$ cat config.mk
export PLATFORM = sky130hd
export DESIGN_NAME = cgkl_ctrl
export DESIGN_NICKNAME = d
export VERILOG_FILES = /design/src/hdl/cgkl_pkg.sv /design/src/hdl/cgkl_ctrl.sv
export SDC_FILE = /design/constraint.sdc
export NUM_CORES = 1
export LEC_CHECK = 0
export BUFFER_PORTS_ARGS = -buffer_cell sky130_fd_sc_hd__buf_4
export CORE_ASPECT_RATIO = 1.4
export CORE_MARGIN = 5
export CORE_UTILIZATION = 28
export CTS_CLUSTER_SIZE = 25
export DETAILED_ROUTE_END_ITERATION = 10
export PLACE_DENSITY = 0.61
export SKIP_CTS_REPAIR_TIMING = 1
export SLEW_MARGIN = 20
export SYNTH_ARGS = -nofsm -noshare
export SYNTH_HDL_FRONTEND = slang
export SYNTH_SLANG_ARGS = --single-unit
$ cat constraint.sdc
create_clock -name aclk -period 4.2 [get_ports aclk]
set_clock_uncertainty 0.15 [all_clocks]
set_input_delay 0.21 -clock aclk [delete_from_list [all_inputs] [get_ports aclk]]
set_output_delay 0.21 -clock aclk [all_outputs]
set_load 0.01 [all_outputs]
$ cat src/hdl/cgkl_pkg.sv
// Shared types and constants for the keyframe colour gradient block.
// No dependencies.
package cgkl_pkg;
    localparam logic CMD_WRITE = 1'b0;
    localparam logic CMD_EVAL  = 1'b1;
    localparam logic [31:0] WHITE_COLOR = 32'hFFFF_FFFF;
    localparam logic [17:0] TIME_SAT = 18'd131072;
    localparam logic [16:0] ONE_Q16 = 17'd65536;
    // Spans of 65 or less are at most 0.001 of the unit time.
    localparam logic [16:0] SPAN_MIN = 17'd65;

    typedef struct packed {
        logic load;       // capture the evaluate fields
        logic div_start;  // start the divider
        logic div_sel;    // 0: age / life, 1: offset / span
        logic seg_clr;    // restart the segment search
        logic rd_issue;   // read keyframe pair at the segment index
        logic k_zero;     // blend factor forced to zero
        logic blend_seg;  // lerp min and max bands
        logic blend_rnd;  // random lerp between them
    } cgkl_cmd_t;

    typedef struct packed {
        logic div_done;
        logic hit;        // current segment holds the time
        logic small_span;
        logic last_seg;   // no further segment within the count
    } cgkl_stat_t;

    function automatic logic [7:0] lerp8(input logic [7:0] a, input logic [7:0] b,
                                        input logic [16:0] k);
        logic [41:0] acc;
        acc = 42'(a) * 42'(ONE_Q16 - k) + 42'(b) * 42'(k) + 42'd32768;
        return acc[23:16];
    endfunction

    function automatic logic [31:0] lerp32(input logic [31:0] c0, input logic [31:0] c1,
                                          input logic [16:0] k);
        logic [31:0] r;
        for (int i = 0; i < 4; i++) r[i*8 +: 8] = lerp8(c0[i*8 +: 8], c1[i*8 +: 8], k);
        return r;
    endfunction
endpackage

$ cat src/hdl/cgkl_ctrl.sv
// Controller state machine sequencing the evaluation and the result handshake.
// Depends on cgkl_pkg.
module cgkl_ctrl import cgkl_pkg::*; (
    input  logic        aclk,
    input  logic        aresetn,
    input  logic        in_valid,
    input  logic        in_cmd,
    input  logic        few_keys,
    output logic        in_ready,
    output logic        wr_en,
    output cgkl_cmd_t   cmd,
    input  cgkl_stat_t  stat,
    input  logic [31:0] color,
    output logic        out_valid,
    input  logic        out_ready,
    output logic [31:0] out_color,
    output logic        out_matched
);
    typedef enum logic [3:0] {
        S_IDLE, S_TDIV, S_READ, S_CHECK, S_KDIV, S_BLEND1, S_BLEND2, S_DONE
    } state_t;

    state_t state_reg;
    logic   pend_reg;

    assign in_ready = (state_reg == S_IDLE) && !out_valid;
    assign wr_en = in_valid && in_ready && (in_cmd == CMD_WRITE);

    always_comb begin
        cmd = '0;
        cmd.load = in_valid && in_ready && (in_cmd == CMD_EVAL);
        cmd.div_start = cmd.load;
        cmd.div_sel = (state_reg == S_KDIV) || (state_reg == S_CHECK);
        cmd.seg_clr = cmd.load;
        cmd.rd_issue = (state_reg == S_READ);
        cmd.k_zero = (state_reg == S_CHECK) && stat.hit && stat.small_span;
        if ((state_reg == S_CHECK) && stat.hit && !stat.small_span) cmd.div_start = 1'b1;
        cmd.blend_seg = (state_reg == S_BLEND1);
        cmd.blend_rnd = (state_reg == S_BLEND2);
    end

    always_ff @(posedge aclk) begin
        if (!aresetn) begin
            state_reg <= S_IDLE;
            out_valid <= 1'b0;
            out_color <= '0;
            out_matched <= 1'b0;
            pend_reg <= 1'b0;
        end else begin
            if (out_valid && out_ready) out_valid <= 1'b0;
            case (state_reg)
                S_IDLE: begin
                    if (in_valid && in_ready) begin
                        if (in_cmd == CMD_WRITE) begin
                            out_valid <= 1'b1;
                            out_color <= '0;
                            out_matched <= 1'b0;
                        end else begin
                            pend_reg <= few_keys;
                            state_reg <= S_TDIV;
                        end
                    end
                end
                S_TDIV: begin
                    if (stat.div_done) begin
                        if (pend_reg) begin
                            out_valid <= 1'b1;
                            out_color <= WHITE_COLOR;
                            out_matched <= 1'b0;
                            state_reg <= S_IDLE;
                        end else begin
                            state_reg <= S_READ;
                        end
                    end
                end
                S_READ: state_reg <= S_CHECK;
                S_CHECK: begin
                    if (stat.hit) begin
                        state_reg <= stat.small_span ? S_BLEND1 : S_KDIV;
                    end else if (stat.last_seg) begin
                        out_valid <= 1'b1;
                        out_color <= WHITE_COLOR;
                        out_matched <= 1'b0;
                        state_reg <= S_IDLE;
                    end else begin
                        state_reg <= S_READ;
                    end
                end
                S_KDIV: if (stat.div_done) state_reg <= S_BLEND1;
                S_BLEND1: state_reg <= S_BLEND2;
                S_BLEND2: state_reg <= S_DONE;
                S_DONE: begin
                    out_valid <= 1'b1;
                    out_color <= color;
                    out_matched <= 1'b1;
                    state_reg <= S_IDLE;
                end
                default: state_reg <= S_IDLE;
            endcase
        end
    end
endmodule

==> results of run 1 <==
==> routing by layer <==
layer | wire (um) | vias to the layer above | global-route usage, %
li1 | - | 698 | -
met1 | 1810 | 667 | 14.6
met2 | 2290 | 74 | 21.2
met3 | 377 | 8 | 3.62
met4 | 63 | 0 | 4.26
met5 | 0 | - | 0
==> how the worst max path moves through the flow <==
stage	endpoint	slack, ns	start	depth (start not counted)
after floorplan	out_color[0]	2.52	out_valid	5
after global placement	out_color[17]	1.89	state_reg[1]	3
after detailed placement	out_color[5]	1.85	state_reg[0]	3
after CTS	out_color[26]	1.83	state_reg[0]	4
after global routing	out_color[26]	1.59	state_reg[1]	4
final	out_color[26]	1.79	state_reg[1]	4
==> cell families (layout without fill, tap and decap cells) <==
logic type,Yosys count,count (layout),synth area share [%]
flip-flops,38,38,49.8
AO/OA/AOI/OAI,51,51,32.8
buffers and inverters,16,96,5.81
AND/OR/NAND/NOR,33,33,11.6
==> cell type report <==
type,count,area [um2],share of cell area [%]
clock inverter,1,5.00,0.220
multi-input combinational,84,684,30.1
timing repair buffer,86,646,28.4
sequential,38,761,33.5
inverter,2,7.51,0.330
clock buffer,7,86.3,3.80
tap,66,82.6,3.63
==> worst min-delay path, delay by kind of cell <==
| kind | cells | cell delay [ns] |
|---|---|---|
| AO/OA/AOI/OAI | 1 | 0.07 |
| buffers and inverters | 1 | 0.11 |
| AND/OR/NAND/NOR | 1 | 0.04 |
==> synth_stat cells (all sizes together) <==
| library cell | n | area, um2 |
|---|---|---|
| o21a | 1 | 7.51 |
| inv | 2 | 7.51 |
| o32a | 1 | 10.0 |
| clkbuf | 8 | 30.0 |
| o311a | 1 | 10.0 |
| buf | 6 | 51.3 |
| and3 | 2 | 12.5 |
| nor2b | 5 | 31.3 |
| nor3 | 3 | 15.0 |
| a211oi | 1 | 7.51 |
| nor4 | 1 | 6.26 |
| nand3 | 1 | 5.00 |
| nor3b | 2 | 15.0 |
| o2111a | 1 | 11.3 |
| or3 | 1 | 6.26 |
| a21oi | 3 | 26.3 |
| o221a | 32 | 360 |
| dfxtp | 38 | 761 |
| o21ai | 7 | 35.0 |
| nand2 | 5 | 18.8 |
| nand2b | 1 | 6.26 |
| nor2 | 8 | 30.0 |
| and2 | 2 | 12.5 |
| a21boi | 1 | 7.51 |
| a221oi | 1 | 8.76 |
| nand3b | 1 | 7.51 |
| or3b | 1 | 11.3 |
| o31ai | 1 | 7.51 |
| a32o | 1 | 10.0 |
==> cell usage in the layout (no fill, tap or decap), types with 2 or more instances in the layout <==
master	instances
nor3_1	3
and3_1	2
buf_4	86
nor2b_1	4
o21ai_0	6
o221a_2	32
nor3b_1	2
nand2_1	4
nor2_1	8
inv_1	2
dfxtp_1	38
a21oi_1	2
clkbuf_8	6
==> power groups by stage <==
stage	Combinational [mW]	Clock [mW]	Sequential, mW
6_report	0.192	0.251	0.420
5_1_grt	0.206	0.278	0.425
4_1_cts	0.195	0.261	0.420
3_5_place_dp	0.195	0	0.428
3_3_place_gp	0.193	0	0.428
2_1_floorplan	0.0822	0	0.439
==> stage by stage <==
step / cell area [um2] / utilization, %
detailed placement: 2180 / 41.6
floorplan: 1530 / -
global route: 2270 / 43.4
global placement: 2180 / 41.6
CTS: 2270 / 43.3
finish: 2270 / 43.4
==> metrics.md, run 1 <==
| Metric | Value |
|---|---|
| Final worst slack | 1.79 ns |
| Mapped Area | 1530 um2 |
| Tcrit/Tclk final | 57.3% |
| Setup repair after global routing missed its margin | no |
| Pre-CTS setup slack | 1.85 ns |
| Global-route wire length before repair | 7070 um |
| Yosys warns | 0 |
| Largest net degree at the start of global routing | 33 |
| Row count | 31 |
| Post-synthesis cell type count | 34 |
| Vias after detailed routing | 1447 |
| Overflow after GRT | 0 |
| Clock buffers created by TritonCTS | 5 |
| CTS tree | done |
| H-tree depth | 2 |
| FILL cells | 546 |
| Register bit total from synthesis | 38 |
| Crit path largest cell delay | 0.71 ns |
| Worst IR Drop VDD | 0.147 mV |
| Cell internal pwr | 0.641 mW |
| CTS sink cnt | 38 |
| TNS Setup | 0 ns |
| R2R cell count | 4 |
| Syn Inst Count | 138 |
| Status | finished clean |
| GP Congestion | 0.853 |
| Setup violators final | 0 |
| Minimum clock period | 2.41 ns |
| Switch share | 25.7% |
| Logic pwr share | 22.3% |
| Clock Tree Buf Depth | 2 |
| Clock latency on the worst-skew pair | 0.27 ns |
| Crit path launch type | register |
| N_diodes | 0 |
| Placed cell count | 276 |
| Seq pwr share | 48.7% |
| Number of I/O pins | 86 |
| Pins Over Slew Limit | 0 |
| Hold path cells | 3 |
| Worst hold-check path type | primary input to register |
| Final Hold Fails | 0 |
| Core area | 5240 um2 |
| 1st-iter DRT viols | 83 |
| Data required time of the worst path | 4.27 ns |
| Flop2flop setup slack | 1.79 ns |
| Relative slew slack | 46.8% |
| Max FO, Critical Path | 32 |
| Worst R2R Start | state_reg[1] |
| Worst hold slack | 0.0487 ns |
| Crit path max-delay cell type | a21oi_4 |
| Fmax | 0.416 GHz |
| Worst path cell trace | and2_0 > o21ai_0 > a21oi_4 > o221a_2 |
| Syn nets | 180 |
| Nets | 259 |
| DR pass1 iterations | 4 |
| Largest delay share family, worst path | compound AO/OA/AOI/OAI gates |
| Vias in the first global route | 1463 |
| Sequential area share after synthesis | 49.8% |
| Maxcap violations | 0 |
| CP endpoint kind | register |
| CP Data Arrival Time | 2.48 ns |
| GRT Overall Usage | 12.4% |
| Total wire length | 4540 um |
| Initial antenna violation count | 0 |
| Layout cell share with drive strength beyond 1 | 59.2% |
| Pwr/cell area | 380 nW/um2 |
| Die height | 97.4 um |
| Worst Path Buf+Inv | 0 |
| DRT antenna net count | 0 |
| # port buffers | 85 |
| Hold Path Origin | few_keys |
| Kind of critical path | register to register |
| Clock share of power | 29.0% |
| Die width | 72.5 um |
| Power Total | 0.863 mW |
| Leak Pwr | 1.02 nW |
| Syn avg cell area | 11.1 um2 |
| DRC viols | 0 |
| WL/cell | 16.0 um |
| RR Endpoint | out_color[26] |
| Area growth from synthesis to layout | 48.6% |
| Avg Vias per Cell | 5.10 |
| Switching power | 0.222 mW |
| Max reg flops | 32 |
| Reg clk slew, reported paths | 0.07 ns |
| Hold EP | pend_reg |
| Hpwl dp | 3300 um |
| Full die area | 7060 um2 |
| Slew @ Worst Pin | 0.796 ns |
| Root Driver | clkbuf_8 |
| Finished Layout Cells | 284 |
| Starting Density | 29.2% |
Power figures use the tool's default switching activity.
==> run 2: changes to the inputs <==
Settings changed: ABC_AREA set to 1, PLACE_DENSITY 0.61 to 0.57.
Clock period 4.2 ns to 2.35 ns, I/O delays scaled along.
==> run 2 against run 1 <==
  * The run now ends with negative hold slack left
  * First-iteration DRC count rose by 20%
  * Cell count rose by 80%
  * Fmax rose by 22%
  * Non-clock buffer count rose by 5
  * Worst hold slack got worse by 0.053 ns
  * Setup slack got worse by 1.4 ns
  * Largest power group is now combinational cells
==> metrics.md, run 2 <==
| Metric | Value |
|---|---|
| Yosys warns | 0 (unchanged) |
| Total wire length | 6110 um (+34%) |
| Leak Pwr | 1.56 nW (+54%) |
| GRT Overall Usage | 12.9% (+0.42 points) |
| Initial antenna violation count | 0 (unchanged) |
| Most common cell after layout, fill and taps aside | nand2_1 |
| 1st-iter DRT viols | 100 (+20%) |
| Mapped Area | 2120 um2 (+39%) |
| Setup violators final | 0 (unchanged) |
| Largest net degree at the start of global routing | 39 (+18%) |
| Layout cell share with drive strength beyond 1 | 26.0% (-33 points) |
| Vias in the first global route | 2172 (+48%) |
| Clock Tree Buf Depth | 2 (unchanged) |
| WL/cell | 11.9 um (-25%) |
| Finished Layout Cells | 512 (+80%) |
| Maxcap violations | 0 (unchanged) |
| Minimum clock period | 1.97 ns (-0.434 ns) |
| Crit path launch | state_reg[0] |
| Slew @ Worst Pin | 0.958 ns (+0.162 ns) |
| CP Data Arrival Time | 2.01 ns (-0.47 ns) |
| Worst hold slack | -0.00471 ns (-0.0534 ns) |
| Starting Density | 28.8% (-0.40 points) |
| Global-route wire length before repair | 9900 um (+40%) |
| Worst hold-check path type | primary input to register |
| Setup repair after global routing missed its margin | no |
| Max reg flops | 32 (unchanged) |
| Syn Inst Count | 337 (+140%) |
| DRC viols | 0 (unchanged) |
| Hpwl dp | 4490 um (+36%) |
| Row count | 37 (+19%) |
| Nets | 457 (+76%) |
| R2R cell count | 7 (+3) |
| Data required time of the worst path | 2.39 ns (-1.88 ns) |
| FILL cells | 814 (+49%) |
| N_diodes | 0 (unchanged) |
| Clock buffers created by TritonCTS | 5 (unchanged) |
| Worst IR Drop VDD | 0.335 mV (+130%) |
| Flop2flop setup slack | 0.38 ns (-1.42 ns) |
| Sequential area share after synthesis | 35.9% (-14 points) |
| TNS Setup | 0 ns (unchanged) |
| Register bit total from synthesis | 38 (unchanged) |
| Avg Vias per Cell | 4.39 (-14%) |
| DR pass1 iterations | 4 (unchanged) |
| Overflow after GRT | 0 (unchanged) |
| Dominant cells by area after synthesis | dfxtp_1 (36%), nand2_1 (20%), nor2_1 (15%) |
| Failing checks | negative hold slack |
| Die width | 83.5 um (+15%) |
| Post-synthesis cell type count | 22 (-35%) |
| H-tree depth | 2 (unchanged) |
| Syn avg cell area | 6.29 um2 (-43%) |
| Full die area | 9430 um2 (+34%) |
| Tcrit/Tclk final | 83.9% (+27 points) |
| Most instantiated cells after synthesis | nand2_1 (115), nor2_1 (82), dfxtp_1 (38) |
| Syn nets | 379 (+110%) |
| Pwr/cell area | 990 nW/um2 (+160%) |
| Dominant synthesized flop cell | dfxtp_1 |
| RR Endpoint | out_color[0] |
| Relative slew slack | 36.1% (-11 points) |
| Pins Over Slew Limit | 0 (unchanged) |
| Post-synth EDFFs | 0 (unchanged) |
| Count leader, synth | nand2_1 |
| Core area | 7360 um2 (+41%) |
| CTS sink cnt | 38 (unchanged) |
| Crit path launch type | register |
| Status | complete, but fails checks |
| # port buffers | 85 (unchanged) |
| Max FO, Critical Path | 32 (unchanged) |
| Kind of critical path | register to register |
| Vias after detailed routing | 2246 (+55%) |
| Worst R2R Start | state_reg[0] |
| Most frequent cells in the layout | nand2_1 (115), buf_4 (91), nor2_1 (81) |
| DRT antenna net count | 0 (unchanged) |
| Top cell type's share of synthesized area | 35.9% (-14 points) |
| Reg clk slew, reported paths | 0.07 ns (about the same) |
| Placed cell count | 505 (+83%) |
| Die height | 113 um (+16%) |
| GP Congestion | 0.797 (-6.5%) |
| Synth async-reset ratio | 0% (unchanged) |
| Fmax | 0.507 GHz (+22%) |
| Largest area contributor in the synthesized netlist | dfxtp_1 |
| Number of I/O pins | 86 (unchanged) |
| Crit path to | out_color[0] |
| Final Hold Fails | 1 (+1) |
| CTS tree | done |
| Clock latency on the worst-skew pair | 0.28 ns (about the same) |
| CP endpoint kind | register |
| Area growth from synthesis to layout | 37.6% |
| Hold path cells | 3 (unchanged) |
| Root Driver | clkbuf_8 |
-- run 2: changes by cell type after synthesis, moves of 4 or more --
cell      previous run  this run
buf_2                2         6
o221a_2             32         0
nand3b_1             1        33
nand3_1              1        11
nor2_1               8        82
nor2b_1              5         0
nand2_1              5       115
inv_1                2        17
-- run 2: report_power, final --
| group | leakage (nW) | switching, mW | internal (mW) |
|---|---|---|---|
| Sequential | 0.313 | 0.110 | 0.834 |
| Clock | 0.0573 | 0.232 | 0.340 |
| Combinational | 1.19 | 0.750 | 0.620 |
-- run 2: kinds of logic after synthesis --
kind of cell,share of synthesized area (%)
DFF,35.9
AOI/OAI and AO/OA,2.72
and+or+nand+nor,52.0
buffers and inverters,9.39
-- run 2: per-stage QoR --
stage	cell area (um2)	setup slack (ns)	util (%)	hold slack [ns]	power [mW]
finish	2920	0.379	39.6	-0.00471	2.89
detailed placement	2800	0.341	38.1	0.291	2.36
global placement	2800	0.0326	38.0	0.269	2.33
global route	2920	0.0924	39.6	0.00818	3.15
floorplan	2120	0.785	-	0.133	1.87
CTS	2920	0.338	39.6	-0.0178	2.95
-- run 2: area by class of cell --
| cell class | count | area [um2] | area share (%) |
|---|---|---|---|
| Sequential cell | 38 | 761 | 26.1 |
| Clock buffer | 6 | 82.6 | 2.83 |
| Tap cell | 97 | 121 | 4.16 |
| Timing Repair Buffer | 91 | 683 | 23.4 |
| Clock inverter | 1 | 30.0 | 1.03 |
| Inverter | 19 | 71.3 | 2.45 |
| Multi-Input combinational cell | 260 | 1170 | 40.0 |
-- run 2: worst max-delay path, stage by stage (launching register included) --
cell      delay (ns)
dfxtp_1         0.38
inv_2           0.11
nor2_1          0.08
inv_1           0.71
nand2_1         0.12
nand3b_1        0.19
nand2_1         0.09
nor2_1          0.04
-- run 2: how the worst min path moves through the flow --
stage	startpoint	to
finish	few_keys	pend_reg
global route	few_keys	pend_reg
CTS	few_keys	pend_reg
detailed placement	few_keys	pend_reg
global placement	few_keys	pend_reg
floorplan	in_cmd	wr_en
-- run 2: layer usage --
layer / track usage [%] / vias up / part of all wire [%]
li1: - / 1190 / -
met1: 13.7 / 990 / 41
met2: 24.1 / 60 / 52
met3: 3.50 / 6 / 5.5
met4: 4.72 / 0 / 1.5
met5: 0 / - / 0
==> run 3: changes to the inputs <==
Settings changed: ABC_AREA 1 to 0, PLACE_DENSITY 0.57 to 0.61.
Clock period 2.35 ns to 1.9 ns, I/O delays scaled along.
==> run 3 against run 2 <==
  * First-iteration DRC count fell by 39%
  * Combinational power fell by 60%
  * Sequential power fell by 2.4%
  * Worst hold slack improved by 0.034 ns
  * Clock power barely moved
  * Final area fell by 5.1%
  * Non-clock buffer count rose by 42
  * Largest power group is now registers
  * Global-route usage rose by 0.23 points
  * The flow now finishes without violations
  * Critical endpoint is now cmd[6]
==> metrics.md, run 3 (same netlist as run 1, synthesis figures left out) <==
| Metric | Value |
|---|---|
| Pwr/cell area | 736 nW/um2 (-26%) |
| Max reg flops | 32 (unchanged) |
| Worst IR Drop VDD | 0.305 mV (-9.0%) |
| Setup violators final | 0 (unchanged) |
| DR pass1 iterations | 4 (unchanged) |
| Worst R2R Start | state_reg[0] |
| 1st-iter DRT viols | 61 (-39%) |
| R2R cell count | 6 (-1) |
| Flop2flop setup slack | 0.18 ns (-0.20 ns) |
| Slew @ Worst Pin | 0.703 ns (-0.256 ns) |
| Crit path launch type | register |
| Layout cell share with drive strength beyond 1 | 54.5% (+28 points) |
| Die width | 72.5 um (-13%) |
| CTS sink cnt | 38 (unchanged) |
| Total wire length | 5300 um (-13%) |
| Largest net degree at the start of global routing | 33 (-15%) |
| Overflow after GRT | 0 (unchanged) |
| # port buffers | 85 (unchanged) |
| Clock Tree Buf Depth | 2 (unchanged) |
| Root Driver | clkbuf_8 |
| Data required time of the worst path | 1.65 ns (-0.74 ns) |
| Finished Layout Cells | 333 (-35%) |
| Fmax | 0.561 GHz |
| TNS Setup | 0 ns (unchanged) |
| CP endpoint kind | primary output |
| DRT antenna net count | 0 (unchanged) |
| Most common cell after layout, fill and taps aside | buf_4 |
| DRC viols | 0 (unchanged) |
| Avg Vias per Cell | 4.91 (+12%) |
| Power Total | 2.03 mW (-29%) |
| Full die area | 7060 um2 (-25%) |
| Hold EP | state_reg[1] |
| Hold path cells | 3 (unchanged) |
| Pins Over Slew Limit | 0 (unchanged) |
| Clock buffers created by TritonCTS | 5 (unchanged) |
| Core area | 5240 um2 (-29%) |
| Tcrit/Tclk final | 93.8% |
| Vias in the first global route | 1537 (-29%) |
| Number of I/O pins | 86 (unchanged) |
| Leak Pwr | 1.24 nW (-21%) |
| CP Data Arrival Time | 1.54 ns (-0.47 ns) |
| Hold Path Origin | stat[0] |
| Die height | 97.4 um (-14%) |
| RR Endpoint | out_color[15] |
| Clock latency on the worst-skew pair | 0.29 ns (about the same) |
| Initial antenna violation count | 1 (+1) |
| Global-route wire length before repair | 7360 um (-26%) |
| Area growth from synthesis to layout | 80.9% |
| Maxcap violations | 0 (unchanged) |
| Setup repair after global routing missed its margin | no |
| WL/cell | 15.9 um (+33%) |
| Reg clk slew, reported paths | 0.07 ns (about the same) |
| Hpwl dp | 3420 um (-24%) |
| Crit path launch | out_valid |
| Kind of critical path | register to primary output |
| Placed cell count | 287 (-43%) |
| Worst hold-check path type | primary input to register |
| Most frequent cells in the layout | buf_4 (97), dfxtp_1 (38), dlygate4sd3_1 (34) |
| Vias after detailed routing | 1635 (-27%) |
| Final core utilization | 52.8% (+13 points) |
| Row count | 31 (-16%) |
| Status | finished clean |
| Final Hold Fails | 0 (-1) |
| Starting Density | 29.2% (+0.40 points) |
| GRT Overall Usage | 13.1% (+0.23 points) |
| Max FO, Critical Path | 5 (-84%) |
| H-tree depth | 2 (unchanged) |
| Relative slew slack | 53.1% (+17 points) |
| Minimum clock period | 1.78 ns |
| GP Congestion | 0.876 (+9.9%) |
| CTS tree | done |
| Nets | 307 (-33%) |
-- run 3: cell count changes in the layout (fill, tap and decap cells not counted), moves of 3 or more --
cell and change:
nand2_1 -110, nor2_1 -73, nand3b_1 -32, nor2b_1 +4, inv_1 -15, nor2_2 -3
o221a_2 +32, nand3_1 -10, buf_4 +6, dlygate4sd3_1 +34
-- run 3: area by class of cell --
type / count / area, um2
clock buffer: 7 / 86.3
timing repair buffer: 133 / 1110
clock inverter: 1 / 5.00
tap: 66 / 82.6
antenna: 1 / 2.50
inverter: 2 / 7.51
sequential: 38 / 761
fill: 487 / 2470
multi-input combinational: 85 / 713
-- run 3: how the worst max path moves through the flow --
stage	end	slack, ns
detailed placement	out_color[7]	-0.19
floorplan	out_color[0]	0.22
global placement	out_color[20]	-0.23
finish	cmd[6]	0.12
global route	cmd[6]	0.01
CTS	out_color[15]	-0.23
-- run 3: critical path, cell delays in order (launching register included) --
cell and delay, ns:
dfxtp_1 0.31, buf_4 0.14, nand3b_1 0.26, o32a_1 0.34, nor2_1 0.08, buf_4 0.12
-- run 3: through the flow --
step	setup slack [ns]	hold WS (ns)	area [um2]
5_1_grt	0.0115	0.0520	2770
4_1_cts	-0.231	-0.0905	2360
6_report	0.117	0.0293	2770
3_3_place_gp	-0.234	0.214	2260
3_5_place_dp	-0.186	0.216	2270
2_1_floorplan	0.215	0.0667	1530
-- run 3: metal layers --
metal	wire length [um]	track usage (%)
met2	2680	22.2
met1	2070	14.5
met3	395	4.35
met4	157	5.68
met5	0	0
-- run 3: report_power, final --
| group | leakage (nW) | internal (mW) | switching, mW |
|---|---|---|---|
| Combinational | 0.880 | 0.327 | 0.216 |
| Sequential | 0.312 | 0.877 | 0.0452 |
| Clock | 0.0482 | 0.293 | 0.278 |
